**src/hdl/bayer_green_balance_7x7_macros.svh**
```systemverilog
// assertion helpers shared by the block
`ifndef BAYER_GREEN_BALANCE_7X7_MACROS_SVH
`define BAYER_GREEN_BALANCE_7X7_MACROS_SVH

// checked outside reset
`define BGB_ASSERT(lbl, prop, msg) \
  lbl: assert property (@(posedge clk_i) disable iff (!rst_ni) prop) else $error(msg);

// checked at every edge, reset included
`define BGB_ASSERT_ALWAYS(lbl, prop, msg) \
  lbl: assert property (@(posedge clk_i) prop) else $error(msg);

`endif

```
**src/hdl/bgb_pkg.sv**
```systemverilog
`default_nettype none
package bgb_pkg;

  localparam int unsigned MAX_WIDTH  = 8192;
  localparam int unsigned ADDR_W     = $clog2(MAX_WIDTH);
  localparam int unsigned PIX_W      = 12;
  localparam int unsigned WID_W      = 14;
  localparam int unsigned HGT_W      = 13;
  localparam int unsigned DRN_W      = 15;
  localparam int unsigned CFG_IDX_W  = 3;
  localparam int unsigned CFG_DAT_W  = 14;
  localparam int unsigned N_PAIRS    = 36;
  localparam int unsigned N_GROUPS   = 6;
  localparam int unsigned GRP_SIZE   = 6;
  localparam logic [PIX_W-1:0] PIX_MAX    = 12'd4095;
  localparam logic [WID_W-1:0] MIN_DIM    = 14'd8;
  localparam logic [5:0]       MIN_COUNT  = 6'd5;

  localparam logic [CFG_IDX_W-1:0] REG_ENABLE    = 3'd0;
  localparam logic [CFG_IDX_W-1:0] REG_PATTERN   = 3'd1;
  localparam logic [CFG_IDX_W-1:0] REG_WIDTH     = 3'd2;
  localparam logic [CFG_IDX_W-1:0] REG_HEIGHT    = 3'd3;
  localparam logic [CFG_IDX_W-1:0] REG_LOW       = 3'd4;
  localparam logic [CFG_IDX_W-1:0] REG_HIGH      = 3'd5;
  localparam logic [CFG_IDX_W-1:0] REG_THRESHOLD = 3'd6;

  localparam logic [5:0] RECIP_LUT [32] = '{
    6'd51, 6'd43, 6'd37, 6'd32, 6'd28, 6'd26, 6'd23, 6'd21,
    6'd20, 6'd18, 6'd17, 6'd16, 6'd15, 6'd14, 6'd13, 6'd13,
    6'd12, 6'd12, 6'd11, 6'd11, 6'd10, 6'd10, 6'd9,  6'd9,
    6'd9,  6'd9,  6'd8,  6'd8,  6'd8,  6'd8,  6'd7,  6'd7
  };

  typedef enum logic [3:0] {
    S_IDLE, S_DEC, S_RD, S_WR, S_D1, S_D2, S_D3, S_M1, S_M2, S_FIN,
    S_PASS, S_DA, S_DB, S_DC, S_DD, S_OUT
  } state_e;

  typedef struct packed {
    logic in_ready;
    logic capture;
    logic rd_line;
    logic shift;
    logic d1;
    logic d2;
    logic d3;
    logic m1;
    logic m2;
    logic fin;
    logic pass;
    logic dr_a;
    logic dr_b;
    logic rd_drain;
    logic dr_d;
    logic out_load;
  } cmd_t;

  typedef struct packed {
    logic op;
    logic enable;
    logic dc_zero;
    logic corr;
    logic prod;
    logic out_free;
  } sts_t;

  typedef struct packed {
    logic [2:0] ar;
    logic [2:0] ac;
    logic [2:0] br;
    logic [2:0] bc;
  } pair_t;

  function automatic logic [2:0] sub_idx(input int unsigned i);
    return (2 * i + 1 > 6) ? 3'd6 : 3'(2 * i + 1);
  endfunction

  function automatic pair_t mk_pair(input logic rb, input int unsigned li,
                                    input int unsigned lj, input int unsigned ri,
                                    input int unsigned rj);
    pair_t p;
    p.ar = sub_idx(li);
    p.ac = rb ? 3'(2 * lj) : sub_idx(lj);
    p.br = 3'(2 * ri);
    p.bc = rb ? sub_idx(rj) : 3'(2 * rj);
    return p;
  endfunction

  // window coordinates of neighbour pair k for either phase
  function automatic pair_t pair_pos(input logic rb, input int unsigned k);
    pair_t p;
    int unsigned n;
    p = '0;
    n = 0;
    for (int unsigned i = 0; i < 3; i++) begin
      if (rb) begin
        if (n == k) p = mk_pair(rb, i, 0, i, 0);
        n++;
        if (n == k) p = mk_pair(rb, i, 0, i + 1, 0);
        n++;
        if (n == k) p = mk_pair(rb, i, 3, i, 2);
        n++;
        if (n == k) p = mk_pair(rb, i, 3, i + 1, 2);
        n++;
        for (int unsigned j = 1; j < 3; j++) begin
          if (n == k) p = mk_pair(rb, i, j, i, j - 1);
          n++;
          if (n == k) p = mk_pair(rb, i, j, i, j);
          n++;
          if (n == k) p = mk_pair(rb, i, j, i + 1, j - 1);
          n++;
          if (n == k) p = mk_pair(rb, i, j, i + 1, j);
          n++;
        end
      end else begin
        for (int unsigned j = 0; j < 3; j++) begin
          if (n == k) p = mk_pair(rb, i, j, i, j);
          n++;
          if (n == k) p = mk_pair(rb, i, j, i, j + 1);
          n++;
          if (n == k) p = mk_pair(rb, i, j, i + 1, j);
          n++;
          if (n == k) p = mk_pair(rb, i, j, i + 1, j + 1);
          n++;
        end
      end
    end
    return p;
  endfunction

endpackage
`default_nettype wire

```
**src/hdl/bgb_ctrl.sv**
```systemverilog
`default_nettype none
module bgb_ctrl (
  input  wire logic          clk_i,
  input  wire logic          rst_ni,
  input  wire logic          in_valid_i,
  input  wire bgb_pkg::sts_t sts_i,
  output bgb_pkg::cmd_t      cmd_o
);

  bgb_pkg::state_e st_q, st_d;

  always_ff @(posedge clk_i or negedge rst_ni) begin
    if (!rst_ni) begin
      st_q <= bgb_pkg::S_IDLE;
    end else begin
      st_q <= st_d;
    end
  end

  always_comb begin
    st_d  = st_q;
    cmd_o = '0;
    unique case (st_q)
      bgb_pkg::S_IDLE: begin
        cmd_o.in_ready = 1'b1;
        if (in_valid_i) begin
          cmd_o.capture = 1'b1;
          st_d = bgb_pkg::S_DEC;
        end
      end
      bgb_pkg::S_DEC: begin
        if (sts_i.op) begin
          st_d = sts_i.dc_zero ? bgb_pkg::S_IDLE : bgb_pkg::S_DA;
        end else begin
          st_d = sts_i.enable ? bgb_pkg::S_RD : bgb_pkg::S_PASS;
        end
      end
      bgb_pkg::S_RD: begin
        cmd_o.rd_line = 1'b1;
        st_d = bgb_pkg::S_WR;
      end
      bgb_pkg::S_WR: begin
        cmd_o.shift = 1'b1;
        st_d = bgb_pkg::S_OUT;
      end
      bgb_pkg::S_D1: begin
        cmd_o.d1 = 1'b1;
        st_d = bgb_pkg::S_D2;
      end
      bgb_pkg::S_D2: begin
        cmd_o.d2 = 1'b1;
        st_d = bgb_pkg::S_D3;
      end
      bgb_pkg::S_D3: begin
        cmd_o.d3 = 1'b1;
        st_d = bgb_pkg::S_M1;
      end
      bgb_pkg::S_M1: begin
        cmd_o.m1 = 1'b1;
        st_d = bgb_pkg::S_M2;
      end
      bgb_pkg::S_M2: begin
        cmd_o.m2 = 1'b1;
        st_d = bgb_pkg::S_FIN;
      end
      bgb_pkg::S_FIN: begin
        cmd_o.fin = 1'b1;
        st_d = bgb_pkg::S_OUT;
      end
      bgb_pkg::S_PASS: begin
        cmd_o.pass = 1'b1;
        st_d = bgb_pkg::S_OUT;
      end
      bgb_pkg::S_DA: begin
        cmd_o.dr_a = 1'b1;
        st_d = bgb_pkg::S_DB;
      end
      bgb_pkg::S_DB: begin
        cmd_o.dr_b = 1'b1;
        st_d = bgb_pkg::S_DC;
      end
      bgb_pkg::S_DC: begin
        cmd_o.rd_drain = 1'b1;
        st_d = bgb_pkg::S_DD;
      end
      bgb_pkg::S_DD: begin
        cmd_o.dr_d = 1'b1;
        st_d = bgb_pkg::S_OUT;
      end
      bgb_pkg::S_OUT: begin
        // interior centres detour through the correction steps first
        if (sts_i.corr) begin
          st_d = bgb_pkg::S_D1;
        end else if (!sts_i.prod) begin
          st_d = bgb_pkg::S_IDLE;
        end else if (sts_i.out_free) begin
          cmd_o.out_load = 1'b1;
          st_d = bgb_pkg::S_IDLE;
        end
      end
      default: st_d = bgb_pkg::S_IDLE;
    endcase
  end

endmodule
`default_nettype wire

```
**config.mk**
```make
export PLATFORM = sky130hd
export DESIGN_NAME = bgb_ctrl
export DESIGN_NICKNAME = d
export VERILOG_FILES = /design/src/hdl/bayer_green_balance_7x7_macros.svh /design/src/hdl/bgb_pkg.sv /design/src/hdl/bgb_ctrl.sv
export SDC_FILE = /design/constraint.sdc
export NUM_CORES = 1
export LEC_CHECK = 0
export BUFFER_PORTS_ARGS = -buffer_cell sky130_fd_sc_hd__buf_2
export CAP_MARGIN = 20
export CORE_AREA = 3 3 40 42
export CTS_CLUSTER_SIZE = 20
export DETAILED_ROUTE_END_ITERATION = 10
export DIE_AREA = 0 0 43 45
export PLACE_DENSITY = 0.72
export SYNTH_ARGS = -nofsm -noshare
export SYNTH_HDL_FRONTEND = slang
export SYNTH_SLANG_ARGS = --single-unit
export TNS_END_PERCENT = 20
```
**constraint.sdc**
```tcl
create_clock -name clk_i -period 1.8 [get_ports clk_i]
set_clock_uncertainty 0.1 [all_clocks]
set_input_delay 0.18 -clock clk_i [delete_from_list [all_inputs] [get_ports clk_i]]
set_output_delay 0.18 -clock clk_i [all_outputs]
set_load 0.05 [all_outputs]
```
==> results.toml, run 1 <==
[outcome]
outcome = "finished, final reports clean"

[routing]
ant_nets = 0
vias_per_cell = 5.03
vias = 468
routed_wl_mm = 1.16
drc = 0
drtPass1Iterations = 4
drtIter0Drc = 14
routedWlPerCell_um = 12.4

[setup_path]
startpoint_type = "register"
r2r-start = "st_q[0]"
critPathMaxFanout = 6
crit_buf_inv = 2
crit_path_max_incr_delay_ps = 460
critPathLaunch = "st_q[1]"
worst-setup-path-type = "register to output port"
worstPathCellList = "nand2b_1 > buf_4 > nor2_1 > buf_2"
required_ps = 1520
arrival_ps = 1430
path_delay_family = "flip-flops"
cp_slowest_cell = "dfrtp_2"
worst_setup_path_end_kind = "output port"

[yosys]
synth-seq-cells = 4
syn_nets = 59
synth_edf_count = 0
synth_area_leaders = "dfrtp_1 (25%), nor2_1 (8.3%), nor3_1 (7.4%)"
synth-async-reset-ratio = 1.00
synth.avg_cell_area_um2 = 8.13
ys_seq_area_frac = 0.246
synth_top_area_cell = "dfrtp_1"
synth.distinct_cells = 25
synth_cells = 50
yosysTopAreaCellShare = 0.246
ys_warn_count = 0
syn-cell-area_um2 = 407
ys.flop_type = "dfrtp_1"

[finish]
largestRegisters = "st_q (4)"
largest_reg_flops = 4
top_register = "st_q"
drive_above_1_share = 0.538
post-route-util = 0.458
area_growth_pct = 44.6
final_cell_area_um2 = 588
diodes = 0
nets = 89
final_cells = 93

[timing]
grt_setup_unrepaired = "false"
slew_headroom = 0.819
setup-violations-final = 0
finalCriticalPeriod_ps = 1710
setup-tns-final_ps = 0
slew_violations = 0
period_share = 0.948
holdWs_ps = 70.8
max_slew.worst_pin.slew_ps = 271
hold_viol = 0
max_clock_freq_ghz = 0.586

[pwr]
ir_drop_v = 0.00114
combPwrFrac = 0.656
p_clk_frac = 0.096
swShare = 0.597
power_leakage_uw = 0.000289
p_sw_uw = 706
seqPwrFrac = 0.248
p_int_uw = 476
p_per_area_mw_per_mm2 = 2010

[clock_network]
numCtsBuffers = 3
worstSkewPairLatency_ps = 240
clkSinkCount = 4
clk_pin_slew_ps = 40
cts-root-buf = "clkbuf_4"
cts_setup_buffers = 0
clockBufferDepth = 2
cts_tree = "done"
h-tree-depth = 1

[grt]
overflow = 0
grt_pass1_vias = 435
antenna_found_initial = 0
grt_usage = 0.133
grt_max_degree = 14
grt_pass1_wl_mm = 1.84

[floorplanning]
die_w_um = 43
ioPinCount = 25
die_h_um = 45
dieArea_mm2 = 0.00194
placeableCoreArea_mm2 = 0.00128
rows = 13
start_util = 0.316

[placement]
dp.cells = 89
place.gp.congestion = 0.846
dp_hpwl_um = 950
place_area_um2 = 546
portBuffers = 24

[flow_run]
maxCapViolCount = 0

[hold_path]
min_from = "in_valid_i"
hold_class = "input pin to register"
-- Yosys cell counts, types with 2 or more instances --
cell type and instances:
a21oi_1 2, buf_6 2, clkbuf_8 2, dfrtp_1 4, nand2b_1 4, nand3_1 3
nor2_1 9, nor3_1 6, o21ai_0 2
-- tightest hold or removal path: cells and delay by family --
family          cells  cell delay, ps
buf+inv             2             140
compound gates      1              40
-- layout by cell type, fill, tap and decap left out, drive strengths merged --
cell type,netlist,layout
dlygate4sd3,0,1
or2b,1,1
or4,1,1
nor4,1,1
nor2,9,9
nand3,3,3
and2b,1,1
inv,1,1
a2111o,1,1
nand2,2,2
clkbuf,2,4
dfrtp,4,4
nor2b,1,1
o21ai,2,2
mux2i,1,1
o31ai,1,1
a21oi,2,2
nand2b,4,4
buf,2,27
nor3,6,6
o211ai,1,1
maj3,1,1
and2,1,1
xor2,1,1
a32oi,1,1
-- worst paths after layout --
path                        endpoint  slack, ps  cells after the start
setup reg to reg             st_q[0]        270                      3
setup / recovery           cmd_o[10]         90                      4
hold / removal               st_q[0]         70                      3
max in group asynchronous    st_q[2]       1280                      2
hold reg to reg              st_q[0]        600                      1
min in group asynchronous    st_q[0]        180                      2
-- cell type report --
| type | instances | area, µm² |
|---|---|---|
| timing repair buffer | 29 | 165 |
| sequential | 4 | 105 |
| multi-input combinational | 41 | 273 |
| inverter | 1 | 3.75 |
| fill | 138 | 697 |
| tap | 15 | 18.8 |
| clock buffer | 3 | 22.5 |
-- stage by stage --
stage	setup WS (ps)	power (µW)
after global placement	204	1030
after floorplan	-284	919
after detailed placement	148	1050
final	94.3	1180
after CTS	13.9	1180
after global routing	11.9	1260
-- power groups by stage --
stage               clock network, µW  registers (µW)  logic [µW]
floorplan                           0             193         727
global placement                    0             273         760
detailed placement                  0             280         768
CTS                               120             284         775
global route                      129             307         824
finish                            113             293         775
-- routing by layer --
| metal | share of wire | routed length, µm | GRT usage |
|---|---|---|---|
| met1 | 0.38 | 438 | 0.148 |
| met2 | 0.52 | 598 | 0.204 |
| met3 | 0.084 | 97 | 0.0279 |
| met4 | 0.017 | 20 | 0.139 |
| met5 | 0 | 0 | 0 |
-- logic make-up after synthesis --
family | synth area share
flip-flops | 0.246
AO/OA/AOI/OAI | 0.135
AND/OR/NAND/NOR | 0.415
buffers and inverters | 0.132
XOR/XNOR | 0.0215
adder cells (fa/ha/maj) | 0.0246
multiplexers | 0.0246
-- timing repair --
action,4_1_cts,5_1_grt
pin swaps,0,1
resized for setup,2,5
cloned,0,0
endpoints found under the hold margin,4,0
setup endpoints to repair,6,5
hold buffers,1,0
Note: power is estimated with default switching activity, not from simulation.
==> run 2: changes to the inputs <==
- MAX_ROUTING_LAYER: not set -> met4
- clock period: 1.8 -> 1.6 ns (I/O delays scaled with it)
==> run 2 against run 1 <==
- clock power increased by 9%
- combinational power increased by 72%
- global-route usage increased by 1.5 points
- non-clock buffer count increased by 7
- design area increased by 35%
- count of clock-buffer cells in the layout unchanged
- worst hold slack got worse by 4.8 ps
- register-to-register slack got worse by 160 ps
- wire length increased by 6.9%
- final cell count increased by 7.5%
- sequential share of layout area decreased by 4.7 points
- largest cell class unchanged
- sequential cell count unchanged
- critical path type unchanged
==> results.toml, run 2 (synthesized netlist as in run 1, its figures left out) <==
[outcome]
outcome = "finished, final reports clean"

[timing]
finalCriticalPeriod_ps = 1590
setup-violations-final = 0
max_slew.worst_pin.slew_ps = 250
hold_viol = 0
max_clock_freq_ghz = 0.630
slew_violations = 0
period_share = 0.992
grt_setup_unrepaired = "true"
slew_headroom = 0.833
setup-tns-final_ps = 0

[setup_path]
critPathMaxFanout = 4
r2r.worst_path.cells = 3
worst-setup-path-type = "register to output port"
r2r-start = "st_q[0]"
startpoint_type = "register"
r2r_setup_slack_ps = 110
arrival_ps = 1330
worst_setup_path_end_kind = "output port"
required_ps = 1340
rr_endpoint = "st_q[0]"

[grt]
grt_pass1_vias = 492
grt_pass1_wl_mm = 2.09
grt_usage = 0.148
grt_max_degree = 9
antenna_found_initial = 0
overflow = 0

[pwr]
p_int_uw = 809
combPwrFrac = 0.762
power_leakage_uw = 0.000370
seqPwrFrac = 0.167
finalPower_uw = 1740
ir_drop_v = 0.00116
p_per_area_mw_per_mm2 = 2190
p_sw_uw = 930
p_clk_frac = 0.071
swShare = 0.535

[routing]
vias = 501
routed_wl_mm = 1.24
drtIter0Drc = 0
vias_per_cell = 5.01
drtPass1Iterations = 1
drc = 0
ant_nets = 0
routedWlPerCell_um = 12.4

[floorplanning]
die_w_um = 43
dieArea_mm2 = 0.00194
placeableCoreArea_mm2 = 0.00128
die_h_um = 45
rows = 13
start_util = 0.316
ioPinCount = 25

[finish]
nets = 96
largestRegisters = "st_q (4)"
n_fill_cell = 119
multi_input_area_um2 = 347
largest_reg_flops = 4
area_growth_pct = 95.7
top_register = "st_q"
final_cell_mix = "buf_6 (13), buf_4 (13), buf_2 (9)"
diodes = 0
drive_above_1_share = 0.729
final-seq-area_um2 = 105

[hold_path]
hold_end = "st_q[0]"
min_path_cells = 3
hold_class = "input pin to register"
min_from = "in_valid_i"

[clock_network]
worstSkewPairLatency_ps = 230
h-tree-depth = 1
clkSinkCount = 4
cts-root-buf = "clkbuf_4"
clockBufferDepth = 2
clk_pin_slew_ps = 40
cts_tree = "done"
numCtsBuffers = 3

[placement]
portBuffers = 24
dp_hpwl_um = 934
place.gp.congestion = 0.761

[flow_run]
maxCapViolCount = 0
[run 2: worst max path at each step]
stage                       start   endpoint  slack, ps  depth (start not counted)
final                     st_q[2]  cmd_o[14]         10                          3
after global routing      st_q[2]  cmd_o[14]        -60                          3
after CTS                 st_q[2]   cmd_o[7]        -10                          4
after detailed placement  st_q[0]    st_q[0]         60                          3
after global placement    st_q[0]    st_q[0]        130                          3
after floorplan           st_q[1]   cmd_o[0]       -350                          3
[run 2: repair_timing]
| action | CTS | global route |
|---|---|---|
| endpoints found under the setup margin | 16 | 16 |
| pin swaps | 3 | 2 |
| buffers inserted | 0 | 0 |
| gates resized for setup | 27 | 18 |
| hold endpoints to repair | 4 | 0 |
| hold buffers | 1 | 0 |
| gates cloned | 0 | 0 |
[run 2: power by group through the flow]
stage	sequential (µW)	combinational [µW]	clock [µW]
floorplan	217	839	0
global placement	258	1050	0
detailed placement	264	1070	0
CTS	280	1220	132
global route	305	1410	143
finish	291	1330	123
[run 2: worst max-delay path: stages, from the launching register on]
cell	delay [ps]
dfrtp_2	440
nor4_4	310
and2_2	190
buf_6	150
[run 2: per-layer routing]
| metal | wire, µm | share of wire | vias to the layer above | GRT usage |
|---|---|---|---|---|
| met3 | 63 | 0.051 | 2 | 0.0478 |
| li1 | - | - | 249 | - |
| met2 | 672 | 0.54 | 18 | 0.272 |
| met5 | 0 | 0 | - | - |
| met1 | 473 | 0.38 | 232 | 0.159 |
| met4 | 25 | 0.020 | 0 | 0.0181 |
[run 2: stage by stage]
step                      hold WS [ps]  instance area, µm²  utilization  worst slack (ps)  instances
after floorplan                   -236                 443            -              -347         50
after global placement            -134                 614        0.478               134         96
after detailed placement          -134                 614        0.478              62.7         96
after CTS                         62.8                 733        0.571             -9.88        100
after global routing              78.5                 796        0.619             -61.6        100
final                             66.0                 796        0.619              13.3        100
[run 2: area by class of cell]
class                      instances  share of cell area
multi-input combinational         41               0.436
clock buffer                       3              0.0283
sequential                         4               0.132
timing repair buffer              36               0.376
inverter                           1             0.00472
tap                               15              0.0236
==> run 3: changes to the inputs <==
==> constraint.sdc (replaced) <==
create_clock -name clk_i -period 1.6 [get_ports clk_i]
set_clock_uncertainty 0.1 [all_clocks]
set_input_delay 0 -clock clk_i [delete_from_list [all_inputs] [get_ports clk_i]]
set_output_delay 0 -clock clk_i [all_outputs]
set_load 0.05 [all_outputs]
==> run 3 against run 2 <==
- sequential power fell by 27%
- worst hold slack worse by 28 ps
- sequential share of layout area grew 1.7 points
- via count grew 1.8%
- sequential cell count unchanged
- worst setup slack improved by 17 ps
- count of clock-buffer cells in the layout unchanged
- fmax is 1.1% higher
- utilization is 8.3 points lower
- critical path depth up 2
- power decreased by 19%
- non-clock buffer count increased by 3
==> results.toml, run 3 (synthesized netlist as in run 1, its figures left out) <==
[finish]
n_fill_cell = 127
final_cell_mix = "buf_2 (21), nor2_1 (9), buf_4 (9)"
final_common_cell = "buf_2"
drive_above_1_share = 0.523
area_growth_pct = 69.5
post-route-util = 0.537
largestRegisters = "st_q (4)"
multi_input_area_um2 = 280
top_register = "st_q"
largest_reg_flops = 4
final-seq-area_um2 = 103
final_cells = 103
diodes = 0
nets = 99

[placement]
post-place-ws_ps = 163
dp_hpwl_um = 911
portBuffers = 24
place.gp.congestion = 0.923
dp.cells = 91

[setup_path]
crit_buf_inv = 2
worst_setup_path_end_kind = "register"
crit_path_max_incr_delay_ps = 550
worst-setup-path-type = "input pin to register"
arrival_ps = 1620
cp_slowest_cell = "dlygate4sd3_1"
required_ps = 1650
critPathMaxFanout = 4
path_delay_family = "simple AND/OR/NAND/NOR gates"
worstPathCellList = "dlygate4sd3_1 > buf_2 > or2b_2 > or4_4 > a32oi_1"
startpoint_type = "input pin"

[clock_network]
cts_tree = "done"
h-tree-depth = 1
clk_pin_slew_ps = 40
worstSkewPairLatency_ps = 240
cts-root-buf = "clkbuf_4"
numCtsBuffers = 3
clkSinkCount = 4
clockBufferDepth = 2

[routing]
routed_wl_mm = 1.26
drc = 0
ant_nets = 0
met1Wirelength_um = 450
vias_per_cell = 4.95
drtIter0Drc = 10
vias = 510
wl_met2_um = 682
drtPass1Iterations = 4
top_layer_used = "met4"
routedWlPerCell_um = 12.3
wl_met3_um = 71

[timing]
slew_headroom = 0.838
finalCriticalPeriod_ps = 1570
setup-tns-final_ps = 0
setup-violations-final = 0
slew_violations = 0
fin_ws_ps = 29.9
max_clock_freq_ghz = 0.637
max_slew.worst_pin.slew_ps = 241
period_share = 0.981
hold_viol = 0
grt_setup_unrepaired = "true"

[pwr]
ir_drop_v = 0.000796
p_per_area_mw_per_mm2 = 2040
power_leakage_uw = 0.000340

[grt]
grt_usage = 0.144
grt_max_degree = 13
overflow = 0
antenna_found_initial = 0
grt_pass1_vias = 439
grt_pass1_wl_mm = 1.87

[floorplanning]
placeableCoreArea_mm2 = 0.00128
start_util = 0.316
rows = 13
ioPinCount = 25
die_h_um = 45
die_w_um = 43
dieArea_mm2 = 0.00194

[outcome]
outcome = "finished, final reports clean"

[flow_run]
maxCapViolCount = 0

[hold_path]
hold_class = "input pin to register"
run 3: layout make-up:
cell class | instances | share of cell area
Timing Repair Buffer | 39 | 0.379
Inverter | 1 | 0.00544
Multi-Input combinational cell | 41 | 0.407
Tap cell | 15 | 0.0272
Sequential cell | 4 | 0.149
Clock buffer | 3 | 0.0327
run 3: layer usage:
metal	track usage	up-vias
met5	-	-
met4	0.145	0
met3	0.0279	6
met2	0.249	23
met1	0.129	225
li1	-	256
run 3: repair_timing:
item | CTS | global route
gates resized for setup | 4 | 5
pin swaps | 2 | 2
buffers inserted | 0 | 2
endpoints found under the setup margin | 2 | 4
hold endpoints to repair | 8 | 0
hold buffers | 7 | 0
run 3: path summary, 6_finish.rpt:
kind                            endpoint  depth (start not counted)     start  slack, ps
max in group asynchronous        st_q[1]                          3    rst_ni        670
worst max-delay path             st_q[0]                          5  sts_i[2]         30
worst min-delay path             st_q[1]                          3  sts_i[3]         40
min in group asynchronous        st_q[0]                          3    rst_ni        550
worst min register to register   st_q[3]                          3   st_q[3]        590
worst max register to register   st_q[0]                          4   st_q[1]        130
run 3: worst reg2reg max path, stage by stage, from the launching register on:
cell and delay [ps]:
dfrtp_2 390, buf_4 130, nand2_4 60, or4_4 500
a32oi_1 200
run 3: report_power, final:
| group | internal, µW | switching [µW] |
|---|---|---|
| Clock | 84.1 | 44.6 |
| Sequential | 159 | 52.6 |
| Combinational | 354 | 714 |
run 3: stage by stage:
step                      power, µW  cell area, µm²  hold WS (ps)
after global routing           1500             689          58.5
after floorplan                1030             427          -396
final                          1410             689          38.5
after detailed placement       1220             561          -289
after CTS                      1380             662          26.0
after global placement         1210             561          -291
